--- src/rtl/core/bfm_pkg.sv ---
// shared types, constants and divide helpers for the 3x3 box mean filter
package bfm_pkg;

  localparam int MAX_DIM  = 16;
  localparam int POS_W    = $clog2(MAX_DIM);
  localparam int SIDE_W   = 5;
  localparam int PIX_W    = 8;
  localparam int PSUM_W   = PIX_W + 2;
  localparam int SUM_W    = PIX_W + 4;
  localparam int RECIP_W  = 14;
  localparam int RECIP_SH = 15;
  localparam int NKIND    = 4;

  localparam logic [SIDE_W-1:0] SIDE_RESET = SIDE_W'(10);
  localparam logic [SIDE_W-1:0] SIDE_MIN   = SIDE_W'(2);
  localparam logic [SIDE_W-1:0] SIDE_MAX   = SIDE_W'(MAX_DIM);

  // reciprocals scaled by 2^15, exact for every sum a mean can see
  localparam logic [RECIP_W-1:0] RECIP_4 = RECIP_W'(8192);
  localparam logic [RECIP_W-1:0] RECIP_6 = RECIP_W'(5462);
  localparam logic [RECIP_W-1:0] RECIP_9 = RECIP_W'(3641);

  typedef logic [2:0][PIX_W-1:0] col_t;   // [0] row r-2, [1] row r-1, [2] row r

  typedef struct packed {
    logic [2:0] rows;
    logic       col_en;
  } bfm_mask_t;

  typedef struct packed {
    logic full_rows;   // three rows of the neighbourhood inside the frame
    logic full_cols;   // three columns inside the frame
  } bfm_cnt_t;

  function automatic logic [RECIP_W-1:0] recip_sel(input bfm_cnt_t cnt);
    logic [RECIP_W-1:0] rv;
    rv = RECIP_4;
    if (cnt.full_rows && cnt.full_cols) rv = RECIP_9;
    else if (cnt.full_rows || cnt.full_cols) rv = RECIP_6;
    return rv;
  endfunction

  function automatic logic [SUM_W:0] max_sum(input bfm_cnt_t cnt);
    logic [SUM_W:0] mv;
    mv = (SUM_W + 1)'(4 * 255);
    if (cnt.full_rows && cnt.full_cols) mv = (SUM_W + 1)'(9 * 255);
    else if (cnt.full_rows || cnt.full_cols) mv = (SUM_W + 1)'(6 * 255);
    return mv;
  endfunction

endpackage

--- src/rtl/core/bfm_line_buf.sv ---
// two row stores holding the rows above the current one, indexed by column
module bfm_line_buf
  import bfm_pkg::*;
(
  input  logic             clk,
  input  logic             wr_en,
  input  logic [POS_W-1:0] addr,
  input  logic [PIX_W-1:0] px,
  output logic [PIX_W-1:0] older_q,
  output logic [PIX_W-1:0] prior_q
);

  logic [PIX_W-1:0] older_r [MAX_DIM];
  logic [PIX_W-1:0] prior_r [MAX_DIM];

  assign older_q = older_r[addr];
  assign prior_q = prior_r[addr];

  always_ff @(posedge clk) begin
    if (wr_en) begin
      older_r[addr] <= prior_r[addr];
      prior_r[addr] <= px;
    end
  end

endmodule

--- src/rtl/core/bfm_col_cell.sv ---
// one window column: holds three pixels, passes them left, gives a masked column sum
module bfm_col_cell
  import bfm_pkg::*;
(
  input  logic              clk,
  input  logic              rst_n,
  input  logic              shift_en,
  input  col_t              col_in,
  input  bfm_mask_t         mask,
  output col_t              col_out,
  output logic [PSUM_W-1:0] psum
);

  col_t col_r;

  assign col_out = col_r;

  always_ff @(posedge clk) begin
    if (!rst_n) begin
      col_r <= '0;
    end else if (shift_en) begin
      col_r <= col_in;
    end
  end

  always_comb begin
    psum = '0;
    for (int i = 0; i < 3; i++) begin
      if (mask.col_en && mask.rows[i]) psum = psum + PSUM_W'(col_r[i]);
    end
  end

endmodule

--- src/rtl/core/bfm_mean_div.sv ---
// divide stage: sum times scaled reciprocal, registered into the output beat
module bfm_mean_div
  import bfm_pkg::*;
(
  input  logic             clk,
  input  logic             load,
  input  logic [SUM_W-1:0] sum,
  input  bfm_cnt_t         cnt,
  output logic [PIX_W-1:0] mean_r
);

  logic [SUM_W+RECIP_W-1:0] prod;

  assign prod = (SUM_W + RECIP_W)'(sum) * (SUM_W + RECIP_W)'(recip_sel(cnt));

  always_ff @(posedge clk) begin
    if (load) mean_r <= prod[RECIP_SH +: PIX_W];
  end

endmodule

--- src/rtl/core/box_filter_3x3_edge_mean_unit.sv ---
// top level of the 3x3 box mean filter: counters, cell chain, result sequencing
// input: a new pixel beat is taken only after all results the last one caused (0 to 4) have
//   entered the shared sum stage, which walks them in turn and can be held by back-pressure
// reset: rst_n synchronous active low; clears counters, window cells, pending results,
//   output valid and sets frame_side to 10; the row stores are not cleared
module box_filter_3x3_edge_mean_unit
  import bfm_pkg::*;
(
  input  logic              clk,
  input  logic              rst_n,
  input  logic              cfg_valid,
  output logic              cfg_ready,
  input  logic [SIDE_W-1:0] cfg_data,
  input  logic              in_tvalid,
  output logic              in_tready,
  input  logic [7:0]        in_tdata,    // [7:0] pixel
  input  logic [0:0]        in_tuser,    // [0] frame_start
  output logic              out_tvalid,
  input  logic              out_tready,
  output logic [15:0]       out_tdata,   // [7:0] mean_value, [11:8] out_row, [15:12] out_col
  output logic              out_tlast    // run_last
);

  logic [SIDE_W-1:0] side_r;
  logic [SIDE_W-1:0] side_now;
  logic [POS_W-1:0]  row_cnt_r, row_cnt_nxt;
  logic [POS_W-1:0]  col_cnt_r, col_cnt_nxt;
  logic [POS_W-1:0]  pos_r, pos_c;
  logic              wrap_pos;
  logic              in_acc;

  logic [NKIND-1:0]  pend_r, pend_nxt, pend_new, pend_left, sel_oh;
  logic [POS_W-1:0]  cur_row_r, cur_col_r;
  logic [SIDE_W-1:0] cur_side_r;

  logic [PIX_W-1:0]  older_q, prior_q;
  col_t              col_new;
  col_t              col_chain [3];
  bfm_mask_t         cell_mask [3];
  logic [PSUM_W-1:0] psum [3];

  logic              ro, co;
  logic [POS_W-1:0]  cen_row, cen_col;
  logic [2:0]        vr, vc, wrm, wcm;
  bfm_cnt_t          sel_cnt;

  logic              sum_vld_r;
  logic [SUM_W-1:0]  sum_r;
  bfm_cnt_t          cnt_r;
  logic [POS_W-1:0]  sum_row_r, sum_col_r;
  logic              sum_last_r;
  logic              sum_load, out_adv;

  logic              out_vld_r;
  logic [PIX_W-1:0]  mean_r;
  logic [POS_W-1:0]  out_row_r, out_col_r;
  logic              out_last_r;

  assign cfg_ready = 1'b1;

  always_ff @(posedge clk) begin
    if (!rst_n) begin
      side_r <= SIDE_RESET;
    end else if (cfg_valid) begin
      side_r <= cfg_data;
    end
  end

  always_comb begin
    side_now = side_r;
    if (side_r < SIDE_MIN) side_now = SIDE_MIN;
    if (side_r > SIDE_MAX) side_now = SIDE_MAX;
  end

  // position of the incoming pixel, restarting on frame_start or a shrunk side
  assign in_tready = (pend_r == '0);
  assign in_acc    = in_tvalid && in_tready;
  assign wrap_pos  = in_tuser[0] || ({1'b0, row_cnt_r} >= side_now)
                     || ({1'b0, col_cnt_r} >= side_now);
  assign pos_r     = wrap_pos ? '0 : row_cnt_r;
  assign pos_c     = wrap_pos ? '0 : col_cnt_r;

  always_comb begin
    row_cnt_nxt = pos_r;
    col_cnt_nxt = pos_c + POS_W'(1);
    if (({1'b0, pos_c} + SIDE_W'(1)) >= side_now) begin
      col_cnt_nxt = '0;
      row_cnt_nxt = (({1'b0, pos_r} + SIDE_W'(1)) >= side_now) ? '0 : pos_r + POS_W'(1);
    end
  end

  always_comb begin
    pend_new[0] = (pos_r != '0) && (pos_c != '0);
    pend_new[1] = (pos_r != '0) && (({1'b0, pos_c} + SIDE_W'(1)) == side_now);
    pend_new[2] = (({1'b0, pos_r} + SIDE_W'(1)) == side_now) && (pos_c != '0);
    pend_new[3] = (({1'b0, pos_r} + SIDE_W'(1)) == side_now)
                  && (({1'b0, pos_c} + SIDE_W'(1)) == side_now);
  end

  always_ff @(posedge clk) begin
    if (!rst_n) begin
      row_cnt_r <= '0;
      col_cnt_r <= '0;
    end else if (in_acc) begin
      row_cnt_r <= row_cnt_nxt;
      col_cnt_r <= col_cnt_nxt;
    end
  end

  always_ff @(posedge clk) begin
    if (in_acc) begin
      cur_row_r  <= pos_r;
      cur_col_r  <= pos_c;
      cur_side_r <= side_now;
    end
  end

  bfm_line_buf u_line_buf (
    .clk     (clk),
    .wr_en   (in_acc),
    .addr    (pos_c),
    .px      (in_tdata[PIX_W-1:0]),
    .older_q (older_q),
    .prior_q (prior_q)
  );

  assign col_new = {in_tdata[PIX_W-1:0], prior_q, older_q};

  // chain of column cells, newest column on the right
  for (genvar j = 0; j < 3; j++) begin : g_cell
    bfm_col_cell u_cell (
      .clk      (clk),
      .rst_n    (rst_n),
      .shift_en (in_acc),
      .col_in   ((j == 2) ? col_new : col_chain[(j == 2) ? 2 : j + 1]),
      .mask     (cell_mask[j]),
      .col_out  (col_chain[j]),
      .psum     (psum[j])
    );
  end

  // pick the earliest pending result and build its window mask
  assign sel_oh    = pend_r & (~pend_r + NKIND'(1));
  assign pend_left = pend_r & ~sel_oh;
  assign ro        = sel_oh[2] || sel_oh[3];
  assign co        = sel_oh[1] || sel_oh[3];
  assign cen_row   = ro ? cur_row_r : cur_row_r - POS_W'(1);
  assign cen_col   = co ? cur_col_r : cur_col_r - POS_W'(1);

  always_comb begin
    vr[0] = (cen_row != '0);
    vr[1] = 1'b1;
    vr[2] = (({1'b0, cen_row} + SIDE_W'(1)) != cur_side_r);
    vc[0] = (cen_col != '0);
    vc[1] = 1'b1;
    vc[2] = (({1'b0, cen_col} + SIDE_W'(1)) != cur_side_r);
    wrm   = ro ? {vr[1:0], 1'b0} : vr;
    wcm   = co ? {vc[1:0], 1'b0} : vc;
    sel_cnt.full_rows = &vr;
    sel_cnt.full_cols = &vc;
    for (int j = 0; j < 3; j++) begin
      cell_mask[j].rows   = wrm;
      cell_mask[j].col_en = wcm[j];
    end
  end

  assign out_adv  = sum_vld_r && (!out_vld_r || out_tready);
  assign sum_load = (pend_r != '0) && (!sum_vld_r || out_adv);

  always_comb begin
    pend_nxt = pend_r;
    if (in_acc) pend_nxt = pend_new;
    else if (sum_load) pend_nxt = pend_left;
  end

  always_ff @(posedge clk) begin
    if (!rst_n) begin
      pend_r    <= '0;
      sum_vld_r <= 1'b0;
      out_vld_r <= 1'b0;
    end else begin
      pend_r <= pend_nxt;
      if (sum_load) sum_vld_r <= 1'b1;
      else if (out_adv) sum_vld_r <= 1'b0;
      if (out_adv) out_vld_r <= 1'b1;
      else if (out_tready) out_vld_r <= 1'b0;
    end
  end

  always_ff @(posedge clk) begin
    if (sum_load) begin
      sum_r      <= SUM_W'(psum[0]) + SUM_W'(psum[1]) + SUM_W'(psum[2]);
      cnt_r      <= sel_cnt;
      sum_row_r  <= cen_row;
      sum_col_r  <= cen_col;
      sum_last_r <= (pend_left == '0);
    end
    if (out_adv) begin
      out_row_r  <= sum_row_r;
      out_col_r  <= sum_col_r;
      out_last_r <= sum_last_r;
    end
  end

  bfm_mean_div u_div (
    .clk    (clk),
    .load   (out_adv),
    .sum    (sum_r),
    .cnt    (cnt_r),
    .mean_r (mean_r)
  );

  assign out_tvalid = out_vld_r;
  assign out_tdata  = {out_col_r, out_row_r, mean_r};
  assign out_tlast  = out_last_r;

`ifndef NO_ASSERTIONS
  a_sum_bound: assert property (@(posedge clk) disable iff (!rst_n)
    sum_vld_r |-> ({1'b0, sum_r} <= max_sum(cnt_r)))
    else $error("window sum exceeds its neighbour count");

  a_out_from_sum: assert property (@(posedge clk) disable iff (!rst_n)
    $rose(out_tvalid) |-> $past(sum_vld_r))
    else $error("output beat without a summed result");

  a_run_continues: assert property (@(posedge clk) disable iff (!rst_n)
    out_tvalid && out_tready && !out_tlast |=> out_tvalid || sum_vld_r || (pend_r != '0))
    else $error("run ended without a last beat");
`endif

endmodule

--- config.mk ---
export PLATFORM = sky130hd
export DESIGN_NAME = box_filter_3x3_edge_mean_unit
export DESIGN_NICKNAME = d
export VERILOG_FILES = /design/src/rtl/core/bfm_pkg.sv /design/src/rtl/core/bfm_line_buf.sv /design/src/rtl/core/bfm_col_cell.sv /design/src/rtl/core/bfm_mean_div.sv /design/src/rtl/core/box_filter_3x3_edge_mean_unit.sv
export SDC_FILE = /design/constraint.sdc
export NUM_CORES = 1
export LEC_CHECK = 0
export BUFFER_PORTS_ARGS = -buffer_cell sky130_fd_sc_hd__buf_2
export CORE_MARGIN = 4
export CORE_UTILIZATION = 45
export DETAILED_ROUTE_END_ITERATION = 16
export GPL_ROUTABILITY_DRIVEN = 0
export GPL_TIMING_DRIVEN = 0
export HOLD_SLACK_MARGIN = 0.08
export PLACE_DENSITY = 0.56
export SYNTH_ARGS = -nofsm -noshare
export SYNTH_HDL_FRONTEND = slang
export SYNTH_SLANG_ARGS = --single-unit
--- constraint.sdc ---
create_clock -name clk -period 7.22 [get_ports clk]
set_input_delay 1.444 -clock clk [delete_from_list [all_inputs] [get_ports clk]]
set_output_delay 1.444 -clock clk [all_outputs]
set_load 0.02 [all_outputs]
# Yosys cells after proc, flatten, opt, wreduce, memory -nomap -nowiden

Memories as Yosys holds them, arrays and structs flattened. A register that Yosys moved wholly into a read port is not among the register bits.
Cells that the tools add are included.

Add/subtract/negate cells: 17
Div/mod/pow operators: 0
Reductions and logical operators: 39
Order comparisons: 6
Shifts and indexed selects: 0
Eq/ne operators: 4
Bitwise gates (word level): 4
Muxes and demuxes: 30
$mul: 1

Operators with widths:

| cell                | count |
|---|---|
| $mux 10             | 6 |
| $mux 4              | 9 |
| $add 10x8->10       | 3 |
| $mux 14             | 2 |
| $add 8x8->9         | 3 |
| $mux 8              | 3 |
| $mul 12x14->23      | 1 |
| $add 4x1->5 const B | 4 |
| $reduce_bool 4->1   | 5 |
| $logic_and 1x1->1   | 17 |
| $add 11x10->12      | 1 |
| $add 4x1->4 const B | 3 |
| $add 10x10->11      | 1 |
| $eq 5x5->1          | 2 |
| $ge 4x5->1          | 2 |
| $ge 5x5->1          | 2 |
| $mux 5              | 2 |
| $ne 5x5->1          | 2 |
| $and 4x4->4         | 2 |
| $logic_not 4->1     | 2 |
| $not 4->4           | 2 |
| $sub 4x1->4 const B | 2 |
| $logic_or 1x1->1    | 7 |
| $mux 1              | 6 |
| 6 further kinds     | 12 |

Register bits after elaboration: 136
Bits in read-only memories: 0
Bits in latches: 0
Bits of input ports: 19
RAM bits: 256
Word-level logic and storage cells: 130
Memories kept: 2

Memories:

| name               | depth | width | read ports | clocked after Yosys merged registers in | write ports | RTL line           | source |
|---|---|---|---|---|---|---|---|
| u_line_buf.older_r | 16    | 8     | 1          | 1                                       | 1           | bfm_line_buf.sv:13 | `logic [PIX_W-1:0] older_r [MAX_DIM];` |
| u_line_buf.prior_r | 16    | 8     | 1          | 0                                       | 1           | bfm_line_buf.sv:14 | `logic [PIX_W-1:0] prior_r [MAX_DIM];` |

# Depth between registers and ports, before layout

Word-level depth: 16
Mapped depth: 35
Depth with buffers taken out: 34

# Modules after synthesis

From an unflattened synthesis, not the netlist that was laid out.

Cells, all modules: 1,945
Area total of the unflattened synthesis: 24,025.5 um^2

By module, submodules not included:

| module                        | cells an instance | area an instance (um^2) | sequential area each (um^2) | times used |
|---|---|---|---|---|
| bfm_line_buf                  | 418               | 9,771.9                 | 7,687.4                     | 1 |
| bfm_col_cell                  | 223               | 1,953.1                 | 480.5                       | 3 |
| box_filter_3x3_edge_mean_unit | 409               | 4,205.3                 | 1,731.7                     | 1 |
| bfm_mean_div                  | 449               | 4,189.0                 | 240.2                       | 1 |

# Worst setup path after synthesis

No wires, ideal clock.

Kind: register -> register
Start point: register cur_col_r[0]
End point: register sum_r[10] (data pin)
Library setup time: 262 ps
Clock period less this slack: 6,583 ps
Path buffers: 0
Slack: 637 ps
Arrival time: 6,321 ps
Cell stages (with the launch flop): 35
Cell sequence: edfxtp_1 -> inv_1 -> ha_1 -> nand2_1 -> a21boi_0 -> ha_1 -> nand2b_1 -> mux2i_1 -> nor4_1 -> a211oi_1 -> nor2_1 -> a21oi_1 -> and2_1 -> ha_1 -> inv_1 -> fa_1 -> nor2b_1 -> o21ai_0 -> a21boi_0 -> o21a_1 -> nor2_1 -> xnor2_1 -> and2_1 -> ha_1 -> a21oi_1 -> o21ai_0 -> xor2_1 -> mux2_2 -> fa_1 -> ha_1 -> a21oi_1 -> o21ai_0 -> a21o_1 -> a21oi_1 -> xor2_1

Longest elaborated chain between the ends: 12
Elaborated cells on any way between the ends: 32

RTL lines:

| item                                             | RTL line                                                                   | source |
|---|---|---|
| start, declared                                  | box_filter_3x3_edge_mean_unit.sv:33                                        | `logic [POS_W-1:0] cur_row_r, cur_col_r;` |
| start signal, assigned                           | box_filter_3x3_edge_mean_unit.sv:113                                       | `cur_col_r <= pos_c;` |
| $sub 4x1->4 *                                    | box_filter_3x3_edge_mean_unit.sv:148                                       | `assign cen_col = co ? cur_col_r : cur_col_r - POS_W'(1);` |
| $mux 4 *                                         | box_filter_3x3_edge_mean_unit.sv:148                                       |  |
| net cen_col[1]                                   | box_filter_3x3_edge_mean_unit.sv:43                                        | `logic [POS_W-1:0] cen_row, cen_col;` |
| $reduce_bool 4->1 or $add 4x1->5 (tied branches) | box_filter_3x3_edge_mean_unit.sv:154, box_filter_3x3_edge_mean_unit.sv:156 |  |
| $mux 3 *                                         | box_filter_3x3_edge_mean_unit.sv:158                                       | `wcm = co ? {vc[1:0], 1'b0} : vc;` |
| $logic_and 1x1->1 or $mux 3 (tied branches)      | bfm_col_cell.sv:29, box_filter_3x3_edge_mean_unit.sv:158                   |  |
| $mux 8 or $logic_and 1x1->1 (tied branches)      | bfm_col_cell.sv:29                                                         | `if (mask.col_en && mask.rows[i]) psum = psum + PSUM_W'(col_r[i]);` |
| $add 8x8->9 or $mux 8 (tied branches)            | bfm_col_cell.sv:29                                                         |  |
| $mux 10 or $add 8x8->9 (tied branches)           | bfm_col_cell.sv:29                                                         |  |
| $add 10x8->10 or $mux 10 (tied branches)         | bfm_col_cell.sv:29                                                         |  |
| $mux 10 or $add 10x8->10 (tied branches)         | bfm_col_cell.sv:29                                                         |  |
| $add 10x10->11 or $mux 10 (tied branches)        | box_filter_3x3_edge_mean_unit.sv:192, bfm_col_cell.sv:29                   |  |
| $add 11x10->12 *                                 | box_filter_3x3_edge_mean_unit.sv:192                                       | `sum_r <= SUM_W'(psum[0]) + SUM_W'(psum[1]) + SUM_W'(psum[2]);` |
| end signal, assigned                             | box_filter_3x3_edge_mean_unit.sv:192                                       |  |
| end, declared                                    | box_filter_3x3_edge_mean_unit.sv:48                                        | `logic [SUM_W-1:0] sum_r;` |

Mark *: on every way through the listed nets, which the timed path passes. The rest lies on a longest branch.
A chain may end at the register's enable or synchronous reset.

# Final worst setup path

Ends and elaborated chain as after synthesis.

==> impl_metrics.csv <==
group,metric,value,unit
yosys,synth_seq_cells,400,
drt,drtIter0Drc,944,
floorplanning,core_area,50400,um2
yosys,synth_top_area_frac,0.403,
cts,hold_buffers,0,
pwr,power,0.00580,W
timing,finalCritPeriodShare,0.954,
pwr,p_per_area,220,nW/um2
global_route,grt_pass1_wl,88600,um
global_route,track_usage,0.213,
floorplanning,ioPinCount,39,
worst_setup_path,critPathMaxFanout,6,
cts,clock-sinks,400,
cts,clkLatencyLatePin,0.60,ns
worst_setup_path,cp.arrival,7.28,ns
pwr,peakVddDrop,0.310,mV
worst_setup_path,slowest_delay,0.48,ns
drt,ant_nets,0,
floorplanning,die-area,54800,um2
final_layout,layout_commonest_cell,"edfxtp_1",
floorplanning,die_x,234,um
worst_hold_path,hp-class,"flop to flop",
drt,drt-pass1-iter-count,5,
floorplanning,initial_core_util,0.457,
worst_setup_path,cp_num_buf_inv,3,
cts,htree_levels,2,
timing,hold_viol_final,0,
global_route,first_global_vias,15000,
yosys,avgSynthCellArea,11.9,um2
yosys,synth_cells,1933,
yosys,synth_cell_types,82,
timing,maxSlewViolCount,0,
timing,setup_viol,0,
placed_design,dp_slack,-0.698,ns
global_route,overflow,0,
pwr,leakage,10.3,nW
cts,cts_buffer_depth,3,
outcome,status,"complete, no violations",
drt,avgRoutedWirePerCell,21.0,um
yosys,async_flop_share,0,
yosys,synth_largest_area_cell,"edfxtp_1",
drt,routed_wirelength,57900,um
worst_setup_path,crit_family,"adder cells",
placed_design,portBuffers,35,
timing,clock-skew-final,0.0342,ns
final_layout,fin_nets,2320,
final_layout,final_cell_mix,"edfxtp_1, nand2_1, inv_1, ha_1, fa_1",
timing,max_slew_margin,0.0834,
cts,clk_pin_slew,0.06,ns
final_layout,area_growth,14.3,%
drt,viasPerCell,5.39,
yosys,ys_seq_area_frac,0.482,
cts,numCtsBuffers,45,
timing,tightest_slew,1.34,ns
drt,via_count,14800,
yosys,synth_area_leaders,"edfxtp_1, fa_1, ha_1",
worst_setup_path,critPathSlowestCell,"fa_1",
timing,fmax,145,MHz
timing,worst_slack,0.332,ns
worst_setup_path,criticalPathCategory,"flop to flop",
yosys,yosys_warnings,0,
yosys,synthFlopType,"edfxtp_1",
placed_design,dp_hpwl,43500,um
timing,period_minus_slack,6.89,ns
drt,route.detailed.drc,0,
worst_setup_path,cpMostUsedCell,"ha_1",
yosys,synth_edf_count,309,
yosys,syn_area,23000,um2
worst_setup_path,crit_required,7.62,ns
cts,cts_tree,"yes",
worst_setup_path,startpoint_type,"flop",
run,drv_cap,0,
floorplanning,die_y,234,um
yosys,syn-num-nets,2212,
global_route,grt_antenna_before_repair,0,
worst_setup_path,cp-end-kind,"flop",
global_route,grt_max_degree,23,
final_layout,drive_gt1_frac,0.124,
floorplanning,rows,82,
cts,clock-root-buffer,"clkbuf_16",
final_layout,antenna_cells,0,
## worst register-to-register path: cells and delay by family, from the launching register on
| kind | cells | cell delay, ns |
|---|---|---|
| DFF | 1 | 0.43 |
| and+or+nand+nor | 5 | 1.09 |
| xor gates and xnor gates | 3 | 0.48 |
| AOI/OAI and AO/OA | 10 | 1.82 |
| adders and majority gates | 7 | 2.31 |
| muxes | 1 | 0.30 |
| buffers and inverters | 3 | 0.26 |
## metal layers
layer / part of all wire / GRT usage / vias to the layer above
met5: 0 / 0 / -
met4: 0.020 / 0.0520 / 0
met3: 0.041 / 0.0300 / 71
met2: 0.49 / 0.367 / 284
met1: 0.45 / 0.285 / 7389
li1: - / - / 7068
## what timing repair did
item | in CTS | in global routing
pin swaps | 2 | 7
setup buffers | 2 | 5
resized for setup | 8 | 33
setup endpoints to repair | 5 | 5
gates cloned | 0 | 1
## path summary, 6_finish.rpt
path | from | endpoint | slack (ns) | cells past startpoint
worst max-delay path | cur_col_r[0] | sum_r[10] | 0.33 | 29
worst min-delay path | sum_col_r[3] | out_col_r[3] | 0.42 | 0
worst max register to register | cur_col_r[0] | sum_r[10] | 0.33 | 29
worst min register to register | sum_col_r[3] | out_col_r[3] | 0.42 | 0
## cell usage after synthesis, drive strengths merged, types with 14 or more instances
master,count
xor2,26
fa,110
nor2,109
nand2,213
a21boi,70
xnor2,39
nor3,18
dfxtp,91
nand3,22
nor2b,45
o211ai,14
mux2,18
clkbuf,49
a21oi,66
mux4,28
o21ai,47
a211oi,15
mux2i,60
and2,61
buf,25
inv,174
a21o,19
edfxtp,309
and3,14
ha,150
## through the flow
step	setup TNS (ns)	hold slack (ns)	cell area (um2)	instances	util
CTS	0	0.419	26100	2744	0.519
global placement	-1.88	0.407	24000	2640	0.477
detailed placement	-2.64	0.405	24500	2658	0.486
global route	-0.0500	0.431	26300	2750	0.522
floorplan	0	0.400	23000	1933	-
finish	0	0.418	26300	2750	0.522
## power breakdown
part / switching [W] / internal [W]
Clock: 0.000987 / 0.00150
Combinational: 0.000437 / 0.000289
Sequential: 0.0000336 / 0.00255
Total: 0.00146 / 0.00434
## cell families after synthesis
group,after synthesis,share of synthesized area
adders and majority gates,261,0.178
muxes,106,0.0623
DFF,400,0.482
other,1,0.000163
buffers and inverters,249,0.0426
xor gates and xnor gates,68,0.0286
AOI/OAI and AO/OA,322,0.0980
and+or+nand+nor,526,0.109
## registers in the layout, indices dropped and copies added, names as in the netlist, 5 cells and up
name / count
u_line_buf.prior_r: 128
g_cell.u_cell.col_out: 72
sum_r: 12
cur_side_r: 5
side_r: 5
u_line_buf.older_r: 128
u_div.mean_r: 8
## cell type report
cell class                 count  area, um2
clock inverter                34        459
tap                          672        841
timing repair buffer          60        611
fill                        4433      24100
clock buffer                  50       1170
inverter                     175        657
multi-input combinational   1285      11100
sequential                   400      11100
buffer                        74        325
(Power assumes the default switching activity.)
